File: config.mk
export PLATFORM = sky130hd
export DESIGN_NAME = select_k_nearest_flat
export DESIGN_NICKNAME = d
export VERILOG_FILES = /design/src/design/sknn_pkg.sv /design/src/design/sknn_rec_if.sv /design/src/design/sknn_sel_if.sv /design/src/design/sknn_cfg_if.sv /design/src/design/sknn_front.sv /design/src/design/sknn_back.sv /design/src/design/select_k_nearest.sv /design/src/flat_wrapper.sv
export SDC_FILE = /design/constraint.sdc
export NUM_CORES = 2
export LEC_CHECK = 0
export ABC_CLOCK_PERIOD_IN_PS = 23900
export BUFFER_PORTS_ARGS = -buffer_cell sky130_fd_sc_hd__clkbuf_2
export CORE_MARGIN = 2
export CORE_UTILIZATION = 40
export CTS_BUF_LIST = sky130_fd_sc_hd__clkbuf_4 sky130_fd_sc_hd__clkbuf_8
export DETAILED_ROUTE_END_ITERATION = 12
export PLACE_DENSITY = 0.57
export SKIP_CTS_REPAIR_TIMING = 1
export SYNTH_ARGS = -nofsm -noshare
export SYNTH_HDL_FRONTEND = slang
export SYNTH_SLANG_ARGS = --single-unit
File: constraint.sdc
create_clock -name clk -period 23.9 [get_ports clk]
set_input_delay 2.39 -clock clk [delete_from_list [all_inputs] [get_ports clk]]
set_output_delay 2.39 -clock clk [all_outputs]
set_load 0.1 [all_outputs]
File: src/design/sknn_pkg.sv
`default_nettype none
package sknn_pkg;

	localparam int MAX_K       = 16;
	localparam int MAX_POINTS  = 1024;
	localparam int CNT_W       = $clog2(MAX_K + 1);
	localparam int DIST_W      = 32;
	localparam int ID_W        = $clog2(MAX_POINTS);
	localparam int KCFG_W      = 5;
	localparam int RANK_W      = 4;
	localparam int QUEUE_DEPTH = 4;
	localparam int QPTR_W      = $clog2(QUEUE_DEPTH);
	localparam int QCNT_W      = $clog2(QUEUE_DEPTH + 1);

	typedef struct packed {
		logic [DIST_W-1:0] distance;
		logic [ID_W-1:0]   point_id;
		logic              last_item;
	} rec_t;

	// head of the record queue, as seen by the back end
	typedef struct packed {
		logic valid;
		rec_t rec;
	} q_head_t;

	typedef enum logic [1:0] {
		ST_LOAD  = 2'b01,
		ST_DRAIN = 2'b10
	} back_state_t;

	// zero selects one, anything above the store depth saturates
	function automatic logic [CNT_W-1:0] eff_k(input logic [KCFG_W-1:0] k);
		logic [CNT_W-1:0] r;
		if (k == '0) begin
			r = CNT_W'(1);
		end else if (32'(k) > MAX_K) begin
			r = CNT_W'(MAX_K);
		end else begin
			r = CNT_W'(k);
		end
		return r;
	endfunction

endpackage
`default_nettype wire

File: src/design/sknn_rec_if.sv
`default_nettype none
interface sknn_rec_if import sknn_pkg::*; ();
	logic              valid;
	logic              ready;
	logic [DIST_W-1:0] distance;
	logic [ID_W-1:0]   point_id;
	logic              last_item;

	modport source (output valid, output distance, output point_id, output last_item,
		input ready);
	modport sink (input valid, input distance, input point_id, input last_item,
		output ready);
endinterface
`default_nettype wire

File: src/design/sknn_sel_if.sv
`default_nettype none
interface sknn_sel_if import sknn_pkg::*; ();
	logic              valid;
	logic              ready;
	logic [DIST_W-1:0] sel_distance;
	logic [ID_W-1:0]   sel_point_id;
	logic [RANK_W-1:0] rank;
	logic              last_result;

	modport source (output valid, output sel_distance, output sel_point_id, output rank,
		output last_result, input ready);
	modport sink (input valid, input sel_distance, input sel_point_id, input rank,
		input last_result, output ready);
endinterface
`default_nettype wire

File: src/design/sknn_cfg_if.sv
`default_nettype none
interface sknn_cfg_if import sknn_pkg::*; ();
	logic              valid;
	logic              ready;
	logic [KCFG_W-1:0] k_count;

	modport source (output valid, output k_count, input ready);
	modport sink (input valid, input k_count, output ready);
endinterface
`default_nettype wire

File: src/design/sknn_front.sv
`default_nettype none
module sknn_front import sknn_pkg::*; (
	input  wire logic    clk,
	input  wire logic    arst_n,
	sknn_rec_if.sink     rec_in,
	output q_head_t      head,
	input  wire logic    pop
);

	rec_t              mem_q [QUEUE_DEPTH];
	logic [QPTR_W-1:0] wr_ptr_q;
	logic [QPTR_W-1:0] rd_ptr_q;
	logic [QCNT_W-1:0] count_q;
	logic              push;
	logic              do_pop;

	assign rec_in.ready = (count_q != QCNT_W'(QUEUE_DEPTH));
	assign push         = rec_in.valid && rec_in.ready;
	assign do_pop       = pop && (count_q != '0);

	assign head.valid = (count_q != '0);
	assign head.rec   = mem_q[rd_ptr_q];

	always_ff @(posedge clk) begin
		if (push) begin
			mem_q[wr_ptr_q] <= '{distance: rec_in.distance, point_id: rec_in.point_id,
				last_item: rec_in.last_item};
		end
	end

	always_ff @(posedge clk or negedge arst_n) begin
		if (!arst_n) begin
			wr_ptr_q <= '0;
			rd_ptr_q <= '0;
			count_q  <= '0;
		end else begin
			if (push) begin
				wr_ptr_q <= wr_ptr_q + QPTR_W'(1);
			end
			if (do_pop) begin
				rd_ptr_q <= rd_ptr_q + QPTR_W'(1);
			end
			case ({push, do_pop})
				2'b10:   count_q <= count_q + QCNT_W'(1);
				2'b01:   count_q <= count_q - QCNT_W'(1);
				default: count_q <= count_q;
			endcase
		end
	end

	a_count_bound: assert property (@(posedge clk) disable iff (!arst_n)
		count_q <= QCNT_W'(QUEUE_DEPTH))
		else $error("record queue overfilled");

	a_pop_nonempty: assert property (@(posedge clk) disable iff (!arst_n)
		pop |-> (count_q != '0))
		else $error("pop from empty record queue");

	a_count_track: assert property (@(posedge clk) disable iff (!arst_n)
		(push && !do_pop) |=> (count_q == $past(count_q) + QCNT_W'(1)))
		else $error("queue count lost a transaction");

endmodule
`default_nettype wire

File: src/design/sknn_back.sv
`default_nettype none
module sknn_back import sknn_pkg::*; (
	input  wire logic              clk,
	input  wire logic              arst_n,
	input  wire logic [CNT_W-1:0]  k_eff,
	input  q_head_t                head,
	output logic                   pop,
	sknn_sel_if.source             sel_out
);

	back_state_t       state_q;
	logic [CNT_W-1:0]  cnt_q;
	logic [RANK_W-1:0] rank_q;
	logic [DIST_W-1:0] dist_q [MAX_K];
	logic [ID_W-1:0]   id_q   [MAX_K];

	logic              out_valid_q;
	logic [DIST_W-1:0] out_dist_q;
	logic [ID_W-1:0]   out_id_q;
	logic [RANK_W-1:0] out_rank_q;
	logic              out_last_q;

	logic [CNT_W-1:0]  cnt_eff;
	logic [MAX_K-1:0]  le;
	logic [CNT_W-1:0]  pos;
	logic              ins_en;
	logic [CNT_W-1:0]  cnt_ins;
	logic [DIST_W-1:0] up_d   [MAX_K];
	logic [ID_W-1:0]   up_id  [MAX_K];
	logic [DIST_W-1:0] ins_d  [MAX_K];
	logic [ID_W-1:0]   ins_id [MAX_K];
	logic [DIST_W-1:0] dn_d   [MAX_K];
	logic [ID_W-1:0]   dn_id  [MAX_K];
	logic              out_load;
	logic              drain_last;

	assign pop      = head.valid && (state_q == ST_LOAD);
	assign cnt_eff  = (cnt_q > k_eff) ? k_eff : cnt_q;
	assign pos      = CNT_W'($countones(le));
	assign ins_en   = pop && (pos < k_eff);
	assign cnt_ins  = ins_en ? ((cnt_eff < k_eff) ? cnt_eff + CNT_W'(1) : k_eff) : cnt_eff;

	assign out_load   = (state_q == ST_DRAIN) && (!out_valid_q || sel_out.ready);
	assign drain_last = (cnt_q == CNT_W'(1));

	// held list is sorted, so the entries at or below the new distance form a prefix
	always_comb begin
		for (int i = 0; i < MAX_K; i++) begin
			le[i] = (CNT_W'(i) < cnt_eff) && (dist_q[i] <= head.rec.distance);
		end
	end

	always_comb begin
		up_d[0]  = head.rec.distance;
		up_id[0] = head.rec.point_id;
		dn_d[MAX_K-1]  = dist_q[MAX_K-1];
		dn_id[MAX_K-1] = id_q[MAX_K-1];
		for (int i = 1; i < MAX_K; i++) begin
			up_d[i]    = dist_q[i-1];
			up_id[i]   = id_q[i-1];
			dn_d[i-1]  = dist_q[i];
			dn_id[i-1] = id_q[i];
		end
		for (int i = 0; i < MAX_K; i++) begin
			if (CNT_W'(i) < pos) begin
				ins_d[i]  = dist_q[i];
				ins_id[i] = id_q[i];
			end else if (CNT_W'(i) == pos) begin
				ins_d[i]  = head.rec.distance;
				ins_id[i] = head.rec.point_id;
			end else begin
				ins_d[i]  = up_d[i];
				ins_id[i] = up_id[i];
			end
		end
	end

	always_ff @(posedge clk) begin
		if (ins_en) begin
			dist_q <= ins_d;
			id_q   <= ins_id;
		end else if (out_load) begin
			dist_q <= dn_d;
			id_q   <= dn_id;
		end
		if (out_load) begin
			out_dist_q <= dist_q[0];
			out_id_q   <= id_q[0];
			out_rank_q <= rank_q;
			out_last_q <= drain_last;
		end
	end

	always_ff @(posedge clk or negedge arst_n) begin
		if (!arst_n) begin
			state_q     <= ST_LOAD;
			cnt_q       <= '0;
			rank_q      <= '0;
			out_valid_q <= 1'b0;
		end else begin
			if (out_load) begin
				out_valid_q <= 1'b1;
			end else if (sel_out.ready) begin
				out_valid_q <= 1'b0;
			end
			unique case (state_q)
				ST_LOAD: begin
					if (pop) begin
						cnt_q <= cnt_ins;
						if (head.rec.last_item) begin
							state_q <= ST_DRAIN;
							rank_q  <= '0;
						end
					end
				end
				ST_DRAIN: begin
					// shift the head entry out, one transaction per cycle while sel_out is ready
					if (out_load) begin
						cnt_q  <= cnt_q - CNT_W'(1);
						rank_q <= rank_q + RANK_W'(1);
						if (drain_last) begin
							state_q <= ST_LOAD;
						end
					end
				end
				default: state_q <= ST_LOAD;
			endcase
		end
	end

	assign sel_out.valid        = out_valid_q;
	assign sel_out.sel_distance = out_dist_q;
	assign sel_out.sel_point_id = out_id_q;
	assign sel_out.rank         = out_rank_q;
	assign sel_out.last_result  = out_last_q;

	a_drain_nonempty: assert property (@(posedge clk) disable iff (!arst_n)
		(state_q == ST_DRAIN) |-> (cnt_q != '0))
		else $error("drain entered with empty list");

	a_sorted_pair: assert property (@(posedge clk) disable iff (!arst_n)
		((state_q == ST_LOAD) && (cnt_q >= CNT_W'(2))) |-> (dist_q[0] <= dist_q[1]))
		else $error("held list out of order");

	a_last_ends_drain: assert property (@(posedge clk) disable iff (!arst_n)
		(out_load && drain_last) |=> ((state_q == ST_LOAD) && (cnt_q == '0)))
		else $error("final result did not empty the list");

	a_cnt_bound: assert property (@(posedge clk) disable iff (!arst_n)
		cnt_q <= CNT_W'(MAX_K))
		else $error("held count above store depth");

endmodule
`default_nettype wire

File: src/design/select_k_nearest.sv
// Streaming k-smallest selector. Records (distance, point_id) arrive one per transaction
// and enter a 4-deep queue; while loading, the back end takes one record per cycle from
// it into a sorted list of up to 16 entries, where all held entries are compared against
// the new distance in parallel. Equal distances keep arrival order. After the record
// marked last_item, the back end shifts the held records out in ascending order, one
// result per cycle while sel_out is ready, with rank counting from 0 and last_result on
// the final one (k results, fewer if the set was shorter); the list is then empty for
// the next set. During that drain the queue keeps taking records until it fills. The
// user writes k_count (reset 1) through cfg while the block is idle; the block itself
// does not enforce this. 0 acts as 1 and values above 16 act as 16. cfg is always ready.
`default_nettype none
module select_k_nearest import sknn_pkg::*; (
	input  wire logic  clk,
	input  wire logic  arst_n,
	sknn_cfg_if.sink   cfg,
	sknn_rec_if.sink   rec_in,
	sknn_sel_if.source sel_out
);

	logic [KCFG_W-1:0] k_q;
	logic [CNT_W-1:0]  k_eff;
	q_head_t           head;
	logic              pop;

	assign cfg.ready = 1'b1;
	assign k_eff     = eff_k(k_q);

	always_ff @(posedge clk or negedge arst_n) begin
		if (!arst_n) begin
			k_q <= KCFG_W'(1);
		end else if (cfg.valid) begin
			k_q <= cfg.k_count;
		end
	end

	sknn_front u_front (
		.clk    (clk),
		.arst_n (arst_n),
		.rec_in (rec_in),
		.head   (head),
		.pop    (pop)
	);

	sknn_back u_back (
		.clk     (clk),
		.arst_n  (arst_n),
		.k_eff   (k_eff),
		.head    (head),
		.pop     (pop),
		.sel_out (sel_out)
	);

endmodule
`default_nettype wire

File: src/flat_wrapper.sv
// flat-port wrapper written by rule: the top's interface ports become plain ports
module select_k_nearest_flat import sknn_pkg::*;
  (clk, arst_n, cfg_valid, cfg_k_count, cfg_ready, rec_in_valid, rec_in_distance, rec_in_point_id, rec_in_last_item, rec_in_ready, sel_out_valid, sel_out_sel_distance, sel_out_sel_point_id, sel_out_rank, sel_out_last_result, sel_out_ready);
  sknn_cfg_if cfg_i ();
  sknn_rec_if rec_in_i ();
  sknn_sel_if sel_out_i ();
  input  wire logic clk;
  input  wire logic arst_n;
  input wire logic [$bits(cfg_i.valid)-1:0] cfg_valid;
  input wire logic [$bits(cfg_i.k_count)-1:0] cfg_k_count;
  output wire logic [$bits(cfg_i.ready)-1:0] cfg_ready;
  input wire logic [$bits(rec_in_i.valid)-1:0] rec_in_valid;
  input wire logic [$bits(rec_in_i.distance)-1:0] rec_in_distance;
  input wire logic [$bits(rec_in_i.point_id)-1:0] rec_in_point_id;
  input wire logic [$bits(rec_in_i.last_item)-1:0] rec_in_last_item;
  output wire logic [$bits(rec_in_i.ready)-1:0] rec_in_ready;
  output wire logic [$bits(sel_out_i.valid)-1:0] sel_out_valid;
  output wire logic [$bits(sel_out_i.sel_distance)-1:0] sel_out_sel_distance;
  output wire logic [$bits(sel_out_i.sel_point_id)-1:0] sel_out_sel_point_id;
  output wire logic [$bits(sel_out_i.rank)-1:0] sel_out_rank;
  output wire logic [$bits(sel_out_i.last_result)-1:0] sel_out_last_result;
  input wire logic [$bits(sel_out_i.ready)-1:0] sel_out_ready;
  assign cfg_i.valid = cfg_valid;
  assign cfg_i.k_count = cfg_k_count;
  assign cfg_ready = cfg_i.ready;
  assign rec_in_i.valid = rec_in_valid;
  assign rec_in_i.distance = rec_in_distance;
  assign rec_in_i.point_id = rec_in_point_id;
  assign rec_in_i.last_item = rec_in_last_item;
  assign rec_in_ready = rec_in_i.ready;
  assign sel_out_valid = sel_out_i.valid;
  assign sel_out_sel_distance = sel_out_i.sel_distance;
  assign sel_out_sel_point_id = sel_out_i.sel_point_id;
  assign sel_out_rank = sel_out_i.rank;
  assign sel_out_last_result = sel_out_i.last_result;
  assign sel_out_i.ready = sel_out_ready;
  select_k_nearest u_core (.clk(clk), .arst_n(arst_n), .cfg(cfg_i), .rec_in(rec_in_i), .sel_out(sel_out_i));
endmodule
### Word level (Yosys, flattened, before mapping)

Memories as Yosys holds them, arrays and structs flattened.
Index checks and enable logic that the tools add are counted.

| storage, ports and cells | value |
|---|---|
| logic and storage cells | 296 |
| memories kept | 1 |
| output and inout port bits | 50 |
| bits in writable memories | 172 |
| flip-flop bits (word level) | 743 |

Memories:

| name | depth | bits a word | read ports | clocked after Yosys merged registers in | wr ports | RTL line | RTL |
|---|---|---|---|---|---|---|---|
| u_core.u_front.mem_q | 4 | 43 | 1 | 0 | 1 | sknn_front.sv:10 | `rec_t mem_q [QUEUE_DEPTH];` |

| cells by class | value |
|---|---|
| eq/ne operators | 40 |
| multiplexer cells | 88 |
| add/subtract/negate cells | 22 |
| bitwise operators | 1 |
| reduce and logical (&&, ||, !) cells | 48 |
| magnitude comparators | 52 |

Operator list:

| operator | count |
|---|---|
| 2-to-1 mux 512 bit | 2 |
| 2-to-1 mux 32 bit | 31 |
| <= comparator 32 bit | 16 |
| 2-to-1 mux 160 bit | 2 |
| 2-to-1 mux 10 bit | 31 |
| less-than comparator 4 x 5 -> 1 bit (first input constant) | 16 |
| equality test 4 x 5 -> 1 bit (first input constant) | 8 |
| less-than comparator 3 x 5 -> 1 bit (first input constant) | 8 |
| != test 2 bit (second input constant) | 18 |
| 2-to-1 mux 5 bit | 7 |
| AND reduction 2 bit | 16 |
| logical AND 1 bit | 21 |
| equality test 3 x 5 -> 1 bit (first input constant) | 4 |
| less-than comparator 1 x 5 -> 1 bit (first input constant) | 4 |
| less-than comparator 2 x 5 -> 1 bit (first input constant) | 4 |
| adder 1 x 1 -> 2 bit | 8 |
| adder 2 x 2 -> 3 bit | 4 |
| 2-to-1 mux 4 bit | 3 |
| equality test 2 x 5 -> 1 bit (first input constant) | 2 |
| less-than comparator 5 bit | 2 |
| one-hot mux 5 bit (2 select lines) | 1 |
| adder 3 x 3 -> 4 bit | 2 |
| 2-to-1 mux 2 bit | 4 |
| one-hot mux 4 bit (2 select lines) | 1 |
| 26 further kinds | 36 |

### Longest topological paths before layout

| depth | value |
|---|---|
| word-level depth | 16 |
| gate-level depth with buffers | 34 |
| gate-level depth less buffers | 30 |

### Hierarchy

From an unflattened synthesis, not the netlist that was laid out.

| second synthesis, totals | value |
|---|---|
| cell total of the unflattened synthesis | 4,875 |
| area total of the unflattened synthesis | 54,943.9 um2 |

By module, submodules not included:

| module | sequential area each (um2) | area each (um2) | cells an instance | instances |
|---|---|---|---|---|
| sknn_back | 21,892.2 | 48,092.4 | 4,593 | 1 |
| sknn_front | 5,340.1 | 6,622.6 | 262 | 1 |
| select_k_nearest | 126.4 | 229.0 | 20 | 1 |

### Worst setup path after synthesis

Ideal clock, no wire load.

| timing path | value |
|---|---|
| kind | reg2reg |
| start point | reg u_core.u_front.rd_ptr_q[0] |
| end point | reg u_core.u_back.dist_q[448] (netlist name) (enable) |
| cell stages (with the launch flop) | 30 |
| arrival | 11,932 ps |
| setup time | 558 ps |
| path slack | 11,410 ps |
| path buffers | 3 |
| cell sequence | dfrtp_1 clkbuf_1 buf_2 mux4_2 buf_1 inv_1 ha_1 a21o_1 a21o_1 a211o_1 o211ai_1 a21oi_1 a211oi_1 a2bb2oi_1 fa_1 fa_1 inv_1 fa_1 inv_1 fa_1 ha_1 fa_1 xnor2_1 inv_1 ha_1 a21o_1 a21oi_1 o211a_1 nand2b_1 o41ai_1 |

| on the way | value |
|---|---|
| cells in the longest elaborated chain, start to end | 11 |
| elaborated cells between the ends (all ways) | 54 |
| classes of those cells | add/sub: 15; order compare: 18; eq/ne: 1; reduce/logical: 19; memory: 1 |

Ends and longest elaborated chain:

| what | RTL line | RTL |
|---|---|---|
| start: declaration | sknn_front.sv:12 | `logic [QPTR_W-1:0] rd_ptr_q;` |
| start signal: assignment | sknn_front.sv:41 | `rd_ptr_q <= rd_ptr_q + QPTR_W'(1);` |
| memory (4 x 43 bit) * | -- |  |
| <= comparator 32 bit | sknn_back.sv:49 | `le[i] = (CNT_W'(i) < cnt_eff) && (dist_q[i] <= head.rec.distance);` |
| logical AND 1 bit | sknn_back.sv:49 |  |
| adder 1 x 1 -> 2 bit (not written as such) | sknn_back.sv:39 | `assign pos = CNT_W'($countones(le));` |
| adder 2 x 2 -> 3 bit (not written as such) | sknn_back.sv:39 |  |
| adder 3 x 3 -> 4 bit (not written as such) | sknn_back.sv:39 |  |
| adder 4 x 4 -> 5 bit (not written as such) * | sknn_back.sv:39 |  |
| less-than comparator 5 bit | sknn_back.sv:40 | `assign ins_en = pop && (pos < k_eff);` |
| logical AND 1 bit | sknn_back.sv:40 |  |
| != test 2 bit (no line) or nonzero test 2 bit (tied branches) | -- |  |
| AND reduction 2 bit (no line) * | -- |  |
| end signal: assignment | sknn_back.sv:80 | `dist_q <= ins_d;` |
| end signal: assignment | sknn_back.sv:83 | `dist_q <= dn_d;` |
| end: declaration | sknn_back.sv:14 | `logic [DIST_W-1:0] dist_q [MAX_K];` |

Every way passes the cells marked *; elsewhere a longest branch is shown, timed or not.
A chain may end at the register's enable or synchronous reset.

### Worst setup path after layout

| timing path | value |
|---|---|
| start point | reg u_core.u_front.rd_ptr_q[0] |
| end point | reg u_core.u_back.id_q, in the netlist u_core.u_back.dn_id[150] (data pin) |

| on the way | value |
|---|---|
| cells in the longest elaborated chain, start to end | 11 |
| elaborated cells between the ends (all ways) | 54 |
| classes of those cells | add/sub: 15; order compare: 17; eq/ne: 1; mux: 3; reduce/logical: 17; memory: 1 |

Ends and longest elaborated chain:

| what | RTL line | RTL |
|---|---|---|
| memory (4 x 43 bit) * | -- |  |
| parallel branches: the longest is 9 deep, another holds <= comparator 32 bit | -- |  |
| 2-to-1 mux 160 bit * | sknn_back.sv:79 | `if (ins_en) begin` |
| end signal: assignment | sknn_back.sv:81 | `id_q <= ins_id;` |
| end signal: assignment | sknn_back.sv:84 | `id_q <= dn_id;` |
| end: declaration | sknn_back.sv:15 | `logic [ID_W-1:0] id_q [MAX_K];` |

Mark *: on every way between the ends. The select of a mux whose other input is x is not followed.

==> results.py <==
metrics = {
    "timing": {
        "worst_pin_slew_ns": 1.12,
        "skew_ns": 0.0360,
        "setup_viol": 0,
        "relSlewSlack": 0.251,
        "slew_viol_final": 0,
        "rsz0062_at_grt": "no",
        "finalHoldViolations": 0,
        "timing.final.crit_share": 0.541,
        "clock.fmax_mhz": 77.4,
        "min_period_ns": 12.92,
        "tns_ns": 0,
    },
    "finish": {
        "num-fill-cells": 12600,
        "final_cell_mix": "891 x edfxtp_1, 842 x nand2_1, 726 x o21ai_0",
        "mostFrequentLayoutCell": "edfxtp_1",
        "drive_above_1_share": 0.103,
        "area_delta_synth_final_pct": 10.2,
        "layoutNonFillerInstCount": 6847,
        "nNetsFinal": 5549,
    },
    "logic_synthesis": {
        "synth.yosys.warnings": 0,
        "seq_area_frac_synth": 0.500,
        "synth.distinct_cells": 72,
        "ys_seq_elements": 915,
        "syn-mean-instance-area_um2": 11.2,
        "synth_flop_cell": "edfxtp_1",
        "syn-num-nets": 5488,
        "syn_area_um2": 54700,
        "synth-edff-count": 891,
        "synthCells": 4883,
        "synth-async-reset-ratio": 0.0262,
    },
    "place": {
        "port-buffer-count": 101,
        "place_congestion": 0.892,
        "place_inst": 6566,
        "dp_hpwl_um": 109000,
    },
    "grt": {
        "grtUsageTotal": 0.219,
        "grt_pass1_wl_um": 238000,
        "grt_pass1_vias": 38700,
        "grt-ovfl-total": 0,
        "antenna_found_initial": 3,
        "grt_max_degree": 280,
    },
    "clock_network": {
        "cts_root_buf": "clkbuf_8",
        "cts.clk_slew.worst_paths_ns": 0.06,
        "clock_sinks": 915,
        "numCtsBuffers": 157,
        "clockBufferDepth": 3,
        "clk_latency_ns": 0.89,
        "cts_tree": "yes",
        "htree_levels": 4,
    },
    "routing": {
        "m1WireLength_um": 73400,
        "drtPass1Iterations": 5,
        "dr_total_vias": 38900,
        "ant_nets": 0,
        "drt_iter0_drc": 3259,
        "drt_wl_total_um": 155000,
        "wl_met2_um": 70400,
        "drc": 0,
        "routedWlPerCell_um": 22.7,
        "top_layer_used": "met4",
        "met3_length_um": 7590,
        "avgViaCountPerCell": 5.68,
    },
    "setup_path": {
        "max_stage_delay_ns": 1.04,
        "crit_path_start": "u_core.u_front.rd_ptr_q[0]",
        "worstSetupEndpointType": "register",
        "worstPathRequired_ns": 24.48,
        "start_kind": "register",
        "regToRegStartpoint": "u_core.u_front.rd_ptr_q[0]",
        "cp.arrival_ns": 13.50,
        "cp_max_fo": 275,
        "path_class": "reg2reg",
        "cp_slowest_cell": "dfrtp_4",
        "path_common_cell": "fa_1",
    },
    "die": {
        "initial_core_util": 0.403,
        "core.rowCount": 135,
        "dieHeight_um": 374,
        "die-area_um2": 140000,
        "core_um2": 136000,
        "io_pins": 103,
        "die_w_um": 374,
    },
    "run_status": {
        "status": "complete, no violations",
    },
    "hold_path": {
        "worstHoldStart": "u_core.u_back.id_q[152]",
        "hold_class": "reg2reg",
    },
    "flow_run": {
        "drv_cap": 0,
    },
}
==> path summary, 6_finish.rpt <==
check | slack [ns] | endpoint | depth (start not counted)
setup / recovery | 10.98 | u_core.u_back.dn_id[150] | 28
hold / removal | 0.45 | u_core.u_back.sel_out.sel_point_id[2] | 0
setup reg to reg | 10.98 | u_core.u_back.dn_id[150] | 28
hold reg to reg | 0.45 | u_core.u_back.sel_out.sel_point_id[2] | 0
max in group asynchronous | 21.85 | u_core.u_front.rd_ptr_q[0] | 1
min in group asynchronous | 1.54 | u_core.u_back.cnt_q[3] | 1
==> area by class of cell <==
class,count,area [µm²],share of cell area
multi-input combinational,3592,26000,0.432
antenna,1,2.50,0.0000415
sequential,915,27400,0.454
tap,1781,2230,0.0370
clock inverter,65,459,0.00762
inverter,100,375,0.00623
timing repair buffer,178,1120,0.0186
clock buffer,215,2660,0.0441
==> synthesized netlist by cell type, types with 43 or more instances <==
| cell | count | share of area |
|---|---|---|
| nand2_1 | 855 | 0.059 |
| buf_1 | 53 | 0.0036 |
| mux4_2 | 43 | 0.018 |
| a21oi_1 | 195 | 0.018 |
| a21o_1 | 66 | 0.0091 |
| buf_2 | 65 | 0.0059 |
| nand3_1 | 63 | 0.0058 |
| clkbuf_1 | 156 | 0.011 |
| ha_1 | 541 | 0.12 |
| mux2i_1 | 594 | 0.11 |
| nor2_1 | 75 | 0.0051 |
| inv_1 | 100 | 0.0069 |
| nand4_1 | 71 | 0.0081 |
| edfxtp_1 | 891 | 0.49 |
| o21ai_0 | 732 | 0.067 |
==> kinds of logic after synthesis <==
group,count (synthesis),synth area share
adders and majority gates,552,0.128
DFF,915,0.500
other,1,0.0000686
AOI/OAI and AO/OA,1182,0.122
buffers and inverters,376,0.0275
and+or+nand+nor,1207,0.0940
xor gates and xnor gates,8,0.00128
muxes,642,0.127
==> sequential cells by signal (all words and copies together), names as in the netlist <==
register                            cells
u_core.u_back.dist_q                  512
u_core.u_front.mem_q                  172
u_core.u_back.dn_id                   150
u_core.u_back.sel_out.sel_distance     32
u_core.u_back.id_q                     10
u_core.u_back.sel_out.sel_point_id     10
u_core.k_q                              5
u_core.u_back.cnt_q                     5
u_core.u_back.rank_q                    4
u_core.u_back.sel_out.rank              4
u_core.u_front.count_q                  3
u_core.u_back.state_q                   2
u_core.u_front.rd_ptr_q                 2
u_core.u_front.wr_ptr_q                 2
u_core.u_back.sel_out.last_result       1
u_core.u_back.sel_out.valid             1
==> per-stage QoR <==
step	setup slack (ns)	utilization	instance area, µm²	hold slack, ns
final	10.98	0.444	60200	0.448
after global routing	10.27	0.444	60200	0.457
after CTS	11.01	0.444	60200	0.448
after detailed placement	11.04	0.421	57100	0.434
after global placement	11.18	0.421	57100	0.437
after floorplan	11.41	-	54700	0.426
==> per-layer routing <==
layer,track usage,vias to the layer above
li1,-,18500
met1,0.312,19100
met2,0.345,1065
met3,0.0316,198
met4,0.0681,0
met5,0,-
==> critical path: cells and delay by family (launching register included) <==
kind	cells	cell delay [ns]
buf+inv	8	4.25
fa+ha+maj	8	3.28
compound gates	7	1.53
simple gates	3	1.06
flops	1	1.04
mux	1	0.83
xor+xnor	1	0.40
Power is left out: the tool's default activity adds up to more than one toggle a clock period on the data nets, which glitch-free logic cannot reach.
